File: config.mk
export PLATFORM = sky130hd
export DESIGN_NAME = energy_vad_utterance_segmenter_core
export DESIGN_NICKNAME = d
export VERILOG_FILES = /design/src/rtl/evus_pkg.sv /design/src/rtl/energy_vad_utterance_segmenter_core.sv
export SDC_FILE = /design/constraint.sdc
export NUM_CORES = 2
export LEC_CHECK = 0
export BUFFER_PORTS_ARGS = -buffer_cell sky130_fd_sc_hd__buf_4
export CAP_MARGIN = 20
export CORE_AREA = 2 2 308 310
export DETAILED_ROUTE_END_ITERATION = 16
export DIE_AREA = 0 0 310 312
export GPL_ROUTABILITY_DRIVEN = 0
export HOLD_SLACK_MARGIN = 0.12
export PLACE_DENSITY = 0.82
export SLEW_MARGIN = 20
export SYNTH_ARGS = -nofsm -noshare
export SYNTH_HDL_FRONTEND = slang
export SYNTH_SLANG_ARGS = --single-unit
File: constraint.sdc
create_clock -name clk_i -period 9.1 [get_ports clk_i]
set_clock_uncertainty 0.1 [all_clocks]
set_input_delay 1.365 -clock clk_i [delete_from_list [all_inputs] [get_ports clk_i]]
set_output_delay 1.365 -clock clk_i [all_outputs]
set_load 0.05 [all_outputs]
File: src/rtl/evus_pkg.sv
package evus_pkg;

  localparam int unsigned ThrW    = 31;
  localparam int unsigned CountW  = 21;
  localparam int unsigned ChunkW  = 13;
  localparam int unsigned EnergyW = 43;
  localparam int unsigned SquareW = 31;
  localparam int unsigned ProdW   = ThrW + ChunkW;

  localparam logic [ThrW-1:0]   ThrReset   = ThrW'(160000);
  localparam logic [CountW-1:0] PauseReset = CountW'(8000);
  localparam logic [CountW-1:0] MaxReset   = CountW'(96000);
  localparam logic [ChunkW-1:0] ChunkReset = ChunkW'(3200);
  localparam logic [ChunkW-1:0] FillMax    = {ChunkW{1'b1}};
  localparam logic [CountW-1:0] CountMax   = {CountW{1'b1}};

  // Result queue: up to two results per item, three items can be in flight.
  localparam int unsigned QDepth = 8;
  localparam int unsigned QPtrW  = $clog2(QDepth);
  localparam int unsigned QCntW  = QPtrW + 1;

  typedef enum logic [1:0] {
    CFG_ENERGY_THRESHOLD      = 2'd0,
    CFG_PAUSE_SAMPLES         = 2'd1,
    CFG_MAX_UTTERANCE_SAMPLES = 2'd2,
    CFG_CHUNK_SAMPLES         = 2'd3
  } cfg_reg_e;

  typedef struct packed {
    logic              chunk_speech;
    logic              chunk_kept;
    logic              flush;
    logic [CountW-1:0] segment_samples;
    logic              from_end_of_stream;
    logic              last_of_run;
  } result_t;

  // Saturating add of two 21-bit counts.
  function automatic logic [CountW-1:0] sat_add(input logic [CountW-1:0] a,
                                                input logic [CountW-1:0] b);
    logic [CountW:0] s;
    s = {1'b0, a} + {1'b0, b};
    sat_add = s[CountW] ? CountMax : s[CountW-1:0];
  endfunction

endpackage

File: src/rtl/energy_vad_utterance_segmenter_core.sv
// Energy-based voice activity endpointing. Each input transaction carries one
// signed 16-bit PCM sample, or an end-of-stream marker. Squares are summed per
// chunk of chunk_samples samples, and a closed chunk is speech when its energy
// exceeds energy_threshold times its sample count. Every closed chunk gives one
// output transaction; end of stream can give a second one that flushes any
// pending utterance. The block takes one sample per clock cycle while the input
// is not stalled. A sample goes through two register stages (input square, then
// chunk accumulate with the threshold product). The utterance update and its
// results are written into an eight-entry result queue at the next clock edge,
// and the output is presented from the head of that queue. The input is stalled
// whenever the queue could not hold two results for every item in flight, so
// with the output drained each cycle the input never stalls; the two results of
// an end-of-stream transaction leave the queue one after the other.
module energy_vad_utterance_segmenter_core
  import evus_pkg::*;
(
  input  logic                 clk_i,
  input  logic                 rst_ni,
  // configuration write port
  input  logic                 cfg_we_i,
  input  logic [1:0]           cfg_idx_i,
  input  logic [ThrW-1:0]      cfg_wdata_i,
  // input channel
  input  logic                 in_valid_i,
  output logic                 in_stall_o,
  input  logic signed [15:0]   sample_i,
  input  logic                 end_of_stream_i,
  // output channel
  output logic                 out_valid_o,
  input  logic                 out_stall_i,
  output logic                 chunk_speech_o,
  output logic                 chunk_kept_o,
  output logic                 flush_o,
  output logic [CountW-1:0]    segment_samples_o,
  output logic                 from_end_of_stream_o,
  output logic                 last_of_run_o
);

  // Configuration registers.
  logic [ThrW-1:0]   thr_q;
  logic [CountW-1:0] pause_q;
  logic [CountW-1:0] max_q;
  logic [ChunkW-1:0] chunk_q;

  always_ff @(posedge clk_i or negedge rst_ni) begin
    if (!rst_ni) begin
      thr_q   <= ThrReset;
      pause_q <= PauseReset;
      max_q   <= MaxReset;
      chunk_q <= ChunkReset;
    end else if (cfg_we_i) begin
      case (cfg_reg_e'(cfg_idx_i))
        CFG_ENERGY_THRESHOLD:      thr_q   <= cfg_wdata_i;
        CFG_PAUSE_SAMPLES:         pause_q <= cfg_wdata_i[CountW-1:0];
        CFG_MAX_UTTERANCE_SAMPLES: max_q   <= cfg_wdata_i[CountW-1:0];
        CFG_CHUNK_SAMPLES:         chunk_q <= cfg_wdata_i[ChunkW-1:0];
        default: ;
      endcase
    end
  end

  // Result queue bookkeeping and input flow control.
  logic [QCntW-1:0] q_count_q;
  logic             s1_valid_q;
  logic             s2_valid_q;
  logic [1:0]       in_flight;
  logic [QCntW-1:0] q_free;
  logic             in_accept;

  // Every item in flight, plus the one offered, may need two queue entries.
  assign in_flight  = 2'(s1_valid_q) + 2'(s2_valid_q) + 2'd1;
  assign q_free     = QCntW'(QDepth) - q_count_q;
  assign in_stall_o = q_free < {{(QCntW-3){1'b0}}, in_flight, 1'b0};
  assign in_accept  = in_valid_i && !in_stall_o;

  // Stage 1: register the square of the sample.
  logic signed [31:0] square_full;
  logic [SquareW-1:0] s1_square_q;
  logic               s1_eos_q;

  assign square_full = 32'(sample_i) * 32'(sample_i);

  always_ff @(posedge clk_i or negedge rst_ni) begin
    if (!rst_ni) begin
      s1_valid_q <= 1'b0;
    end else begin
      s1_valid_q <= in_accept;
    end
  end

  always_ff @(posedge clk_i) begin
    if (in_accept) begin
      s1_square_q <= square_full[SquareW-1:0];
      s1_eos_q    <= end_of_stream_i;
    end
  end

  // Stage 2: chunk accumulation. A closing chunk hands its energy, its sample
  // count and the threshold product to the utterance stage.
  logic [EnergyW-1:0] energy_q;
  logic [EnergyW-1:0] energy_d;
  logic [ChunkW-1:0]  fill_q;
  logic [ChunkW-1:0]  fill_d;
  logic [ChunkW-1:0]  chunk_len;
  logic [ChunkW-1:0]  fill_inc;
  logic [EnergyW-1:0] energy_inc;
  logic               close;
  logic [ChunkW-1:0]  close_n;
  logic [EnergyW-1:0] close_energy;

  logic               s2_eos_q;
  logic               s2_close_q;
  logic [ChunkW-1:0]  s2_n_q;
  logic [EnergyW-1:0] s2_energy_q;
  logic [ProdW-1:0]   s2_prod_q;

  always_comb begin
    // A chunk length of zero behaves as one sample.
    chunk_len    = (chunk_q == '0) ? ChunkW'(1) : chunk_q;
    fill_inc     = (fill_q == FillMax) ? fill_q : fill_q + ChunkW'(1);
    energy_inc   = energy_q + EnergyW'(s1_square_q);
    energy_d     = energy_q;
    fill_d       = fill_q;
    close        = 1'b0;
    close_n      = fill_inc;
    close_energy = energy_inc;
    if (s1_valid_q) begin
      if (!s1_eos_q) begin
        close = fill_inc >= chunk_len;
        if (close) begin
          energy_d = '0;
          fill_d   = '0;
        end else begin
          energy_d = energy_inc;
          fill_d   = fill_inc;
        end
      end else begin
        // End of stream closes a partial chunk, if any.
        close        = fill_q != '0;
        close_n      = fill_q;
        close_energy = energy_q;
        energy_d     = '0;
        fill_d       = '0;
      end
    end
  end

  always_ff @(posedge clk_i or negedge rst_ni) begin
    if (!rst_ni) begin
      energy_q   <= '0;
      fill_q     <= '0;
      s2_valid_q <= 1'b0;
    end else begin
      energy_q   <= energy_d;
      fill_q     <= fill_d;
      s2_valid_q <= s1_valid_q;
    end
  end

  always_ff @(posedge clk_i) begin
    if (s1_valid_q) begin
      s2_eos_q    <= s1_eos_q;
      s2_close_q  <= close;
      s2_n_q      <= close_n;
      s2_energy_q <= close_energy;
      s2_prod_q   <= ProdW'(thr_q) * ProdW'(close_n);
    end
  end

  // Stage 3: utterance tracking and result generation.
  logic [CountW-1:0] utt_q, utt_d;
  logic [CountW-1:0] sil_q, sil_d;
  logic [CountW-1:0] keep_q, keep_d;
  logic              seen_q, seen_d;
  logic              pend_q, pend_d;

  logic              speech;
  logic              kept;
  logic              flush_chunk;
  logic [CountW-1:0] seg_chunk;
  logic [CountW-1:0] n21;
  logic              flush_eos;
  result_t           res_a;
  result_t           res_b;
  logic              wr_a;
  logic              wr_b;

  always_comb begin
    n21         = CountW'(s2_n_q);
    speech      = {1'b0, s2_energy_q} > s2_prod_q;
    kept        = seen_q || speech;
    flush_chunk = 1'b0;
    seg_chunk   = '0;
    utt_d       = utt_q;
    sil_d       = sil_q;
    keep_d      = keep_q;
    seen_d      = seen_q;
    pend_d      = pend_q;
    wr_a        = 1'b0;
    wr_b        = 1'b0;
    flush_eos   = 1'b0;

    if (s2_valid_q && s2_close_q) begin
      wr_a = 1'b1;
      if (kept) begin
        utt_d = sat_add(utt_q, n21);
        if (speech) begin
          seen_d = 1'b1;
          sil_d  = '0;
          keep_d = utt_d;
          pend_d = 1'b1;
        end else begin
          sil_d = sat_add(sil_q, n21);
          if (pend_q) begin
            keep_d = utt_d;
            pend_d = 1'b0;
          end
        end
        if (sil_d >= pause_q || utt_d >= max_q) begin
          flush_chunk = 1'b1;
          seg_chunk   = keep_d;
          utt_d       = '0;
          sil_d       = '0;
          keep_d      = '0;
          seen_d      = 1'b0;
          pend_d      = 1'b0;
        end
      end
    end

    // End of stream flushes whatever speech is still pending.
    res_b = '{chunk_speech: 1'b0, chunk_kept: 1'b0, flush: 1'b1,
              segment_samples: keep_d, from_end_of_stream: 1'b1,
              last_of_run: 1'b1};
    if (s2_valid_q && s2_eos_q && seen_d) begin
      flush_eos = 1'b1;
      utt_d     = '0;
      sil_d     = '0;
      keep_d    = '0;
      seen_d    = 1'b0;
      pend_d    = 1'b0;
    end

    res_a = '{chunk_speech: speech, chunk_kept: kept, flush: flush_chunk,
              segment_samples: seg_chunk, from_end_of_stream: s2_eos_q,
              last_of_run: !flush_eos};

    if (flush_eos) begin
      if (wr_a) begin
        wr_b = 1'b1;
      end else begin
        // The flush is the only result, so it takes the first queue slot.
        wr_a  = 1'b1;
        res_a = res_b;
      end
    end
  end

  always_ff @(posedge clk_i or negedge rst_ni) begin
    if (!rst_ni) begin
      utt_q  <= '0;
      sil_q  <= '0;
      keep_q <= '0;
      seen_q <= 1'b0;
      pend_q <= 1'b0;
    end else begin
      utt_q  <= utt_d;
      sil_q  <= sil_d;
      keep_q <= keep_d;
      seen_q <= seen_d;
      pend_q <= pend_d;
    end
  end

  // Result queue: two write slots per cycle, one read at the head.
  result_t          q_mem_q [QDepth];
  logic [QPtrW-1:0] q_wptr_q;
  logic [QPtrW-1:0] q_rptr_q;
  logic [QPtrW-1:0] q_wptr_next;
  logic             q_pop;
  result_t          q_head;

  assign q_wptr_next = q_wptr_q + QPtrW'(1);
  assign out_valid_o = q_count_q != '0;
  assign q_pop       = out_valid_o && !out_stall_i;

  always_ff @(posedge clk_i or negedge rst_ni) begin
    if (!rst_ni) begin
      q_wptr_q  <= '0;
      q_rptr_q  <= '0;
      q_count_q <= '0;
    end else begin
      q_wptr_q  <= q_wptr_q + QPtrW'(wr_a) + QPtrW'(wr_b);
      q_rptr_q  <= q_rptr_q + QPtrW'(q_pop);
      q_count_q <= q_count_q + QCntW'(wr_a) + QCntW'(wr_b) - QCntW'(q_pop);
    end
  end

  always_ff @(posedge clk_i) begin
    if (wr_a) begin
      q_mem_q[q_wptr_q] <= res_a;
    end
    if (wr_b) begin
      q_mem_q[q_wptr_next] <= res_b;
    end
  end

  assign q_head               = q_mem_q[q_rptr_q];
  assign chunk_speech_o       = q_head.chunk_speech;
  assign chunk_kept_o         = q_head.chunk_kept;
  assign flush_o              = q_head.flush;
  assign segment_samples_o    = q_head.segment_samples;
  assign from_end_of_stream_o = q_head.from_end_of_stream;
  assign last_of_run_o        = q_head.last_of_run;

endmodule

==> results.py <==
metrics = {
    "worst_setup_path": {
        "crit_type": "reg -> reg",
        "reg2reg_slack_ns": 0.61,
        "r2r_start": "fill_q[0]",
        "cp_data_required_time_ns": 9.48,
        "critical_path.max_stage_delay_ns": 0.56,
        "reg2reg_depth": 29,
        "arrival_ns": 8.87,
        "crit_buf_inv": 5,
        "cp_top_family": "adder cells",
        "crit_fanout": 33,
        "cpMaxStageDelayCell": "fa_1",
        "cp_common_cell": "fa_1",
        "worstSetupEndpointType": "register",
        "setup.worst_path.start_class": "register",
        "r2r_end": "s2_prod_q[29]",
    },
    "detailed_routing": {
        "wirelength_microns": 123800,
        "vias_per_cell": 6.025,
        "first_iter_violations": 3461,
        "drt_first_pass_iters": 7,
        "drtAntennaViolNets": 0,
        "wl_per_cell_microns": 20.18,
        "vias": 36949,
        "drc_errors": 0,
    },
    "floorplanning": {
        "core_sq_um": 93050,
        "start_util": 0.5396,
        "num_io_pins": 83,
        "rows": 112,
        "die_h_microns": 312,
        "die_w_microns": 310,
        "die_area_sq_um": 96720,
    },
    "min_path": {
        "hold_start": "q_mem_q[6][1]",
        "hold-path-endpoint": "q_mem_q[6][1]",
        "hold_path_class": "reg -> reg",
        "hold_depth": 2,
    },
    "logic_synthesis": {
        "avgSynthCellArea_sq_um": 10.34,
        "syn-cell-area_sq_um": 50210,
        "synth_ff_type": "edfxtp_1",
        "synth_nets": 5807,
        "synth_top_area_share": 0.2221,
        "synth_seq_area_share": 0.3056,
        "yosys.area.top_type": "fa_1",
        "synth-edff-count": 301,
        "ys_ff_latch": 560,
        "yosysWarnings": 0,
        "synth_cell_types": 91,
        "synthCells": 4855,
        "synth.area.top_cells": "fa_1, edfxtp_1, dfrtp_1, ha_1, inv_1",
        "synth-async-reset-ratio": 0.3911,
    },
    "power_and_ir_drop": {
        "peakVddDrop_mv": 0.6119,
        "clockPowerShare": 0.127,
        "leakagePower_uw": 0.02432,
        "power.internal_uw": 10510,
        "sw_frac_of_total": 0.4670,
        "seqPwrFrac": 0.226,
        "powerDensity_nw_per_um2": 363.9,
        "combPwrFrac": 0.647,
        "power_switching_uw": 9210,
        "finalPower_uw": 19720,
    },
    "sta": {
        "setup_viol": 0,
        "max_freq_ghz": 0.1178,
        "finalHoldViolCount": 0,
        "slew_headroom": 0.2373,
        "fin_crit_sh": 0.9329,
        "tightest_slew_ns": 1.140,
        "drv_slew": 0,
        "rsz0062_at_grt": "false",
        "fin_crit_ns": 8.490,
        "setup_tns_ns": 0,
    },
    "final_layout": {
        "layout.cells.most_common": "inv_1",
        "drive_above_1_share": 0.1037,
        "final_nets": 5781,
        "layout_common_cells": "inv_1, fa_1, nand2_1, ha_1, edfxtp_1",
        "syn_to_final_growth_pct": 7.936,
    },
    "clock_tree": {
        "clk_pin_slew_ns": 0.07,
        "post-cts-setup-buffers": 0,
        "cts_tree": "yes",
        "cts_buffers": 57,
        "cts.hold.buffers_added": 0,
        "cts_root_buffer": "clkbuf_16",
        "ctsResizeCount": 0,
        "htreeDepth": 2,
        "clk_latency_ns": 0.66,
        "cts_sinks": 560,
        "cts_buffer_depth": 3,
    },
    "placed_design": {
        "dp_hpwl_microns": 89180,
        "io_buffer_count": 82,
    },
    "global_route": {
        "grt_start_max_net_pins": 141,
        "antenna_found_initial": 1,
        "grt_pass1_wl_microns": 202200,
        "overflow": 0,
        "grt_pass1_vias": 39228,
        "gr-usage-all-layers": 0.2619,
    },
    "job": {
        "cap_violations": 0,
    },
    "run_status": {
        "status": "complete, no violations",
    },
}
[synth_stat cells, types with 27 or more instances]
cell type / n
edfxtp_1: 301
nor3_1: 34
nand2b_1: 27
xor2_1: 62
nor2b_1: 58
ha_1: 340
nand4_1: 37
and2_1: 178
mux4_2: 52
dfrtp_1: 198
inv_1: 789
nand2_1: 514
o22ai_1: 157
xnor2_1: 98
nor2_1: 180
nand3_1: 66
a21o_1: 68
a21oi_1: 145
o2bb2ai_1: 34
dfxtp_1: 40
fa_1: 557
mux2_2: 120
clkbuf_1: 184
a22o_1: 28
o21ai_0: 118
[sequential cells by signal (all words and copies together) (netlist names), 3 cells and up]
| register | flops |
|---|---|
| q_mem_q | 208 |
| s2_prod_q | 44 |
| energy_q | 43 |
| s2_energy_q | 43 |
| thr_q | 31 |
| s1_square_q | 30 |
| keep_q | 21 |
| max_q | 21 |
| pause_q | 21 |
| sil_q | 21 |
| utt_q | 21 |
| chunk_q | 13 |
| fill_q | 13 |
| s2_n_q | 13 |
| q_count_q | 4 |
| q_rptr_q | 3 |
| q_wptr_q | 3 |
[per-stage QoR]
stage               utilization  cells  setup WS [ns]  hold WS (ns)  instance area [sq um]
floorplan                     -   4855          1.063        0.3303                  50210
global placement         0.5599   6022         0.6946        0.3389                  52100
detailed placement       0.5604   6024         0.5067        0.3507                  52150
CTS                      0.5820   6132         0.3817        0.3600                  54150
global route             0.5824   6132         0.1526        0.3734                  54200
finish                   0.5825   6133         0.6103        0.3681                  54200
[final cells by class]
type	instances	area, sq um
well taps	1254	1569
repair buffers	135	1077
diodes	1	2.502
clock inverters	38	480.5
flip-flops and latches	560	15360
multi-input cells	3282	31210
clock buffers	70	1526
inverters	793	2977
fillers	7460	38850
[cells by family (layout without fill, tap and decap cells)]
group / Yosys count / in the layout / synth area share
simple gates: 1205 / 1205 / 0.1150
flops: 560 / 560 / 0.3056
xor+xnor: 160 / 160 / 0.02791
other cells: 0 / 1 / 0
buf+inv: 1013 / 1036 / 0.07637
mux: 190 / 190 / 0.05382
compound gates: 830 / 830 / 0.1145
fa+ha+maj: 897 / 897 / 0.3068
[layer usage]
metal  global-route usage  vias to the layer above  share of wire
li1                     -                    16326              -
met1               0.3236                    18409           0.37
met2               0.4454                     1719           0.50
met3              0.04401                      493          0.082
met4               0.1273                        2          0.054
met5                    0                        -        0.00011
[power by group through the flow]
stage	clock, uW	sequential, uW	combinational, uW
after global routing	2640	4520	14400
after CTS	2540	4440	12800
after floorplan	0	4230	9690
after detailed placement	0	4480	12600
after global placement	0	4450	12200
final	2510	4460	12800
[worst max-delay path by stage]
stage	startpoint	endpoint	slack, ns	cells past startpoint
6_report	fill_q[0]	s2_prod_q[29]	0.61	29
5_1_grt	fill_q[0]	s2_prod_q[43]	0.15	29
4_1_cts	fill_q[0]	s2_prod_q[42]	0.38	28
3_5_place_dp	fill_q[0]	s2_prod_q[42]	0.51	28
3_3_place_gp	fill_q[7]	s2_prod_q[42]	0.69	25
2_1_floorplan	s1_valid_q	s2_prod_q[29]	1.06	24
[worst min-delay path: cells and delay by family (launching register included)]
kind                   cells  cell delay (ns)
flip-flops                 1             0.32
AO/OA/AOI/OAI              1             0.06
buffers and inverters      1             0.05
(Power assumes the default switching activity.)
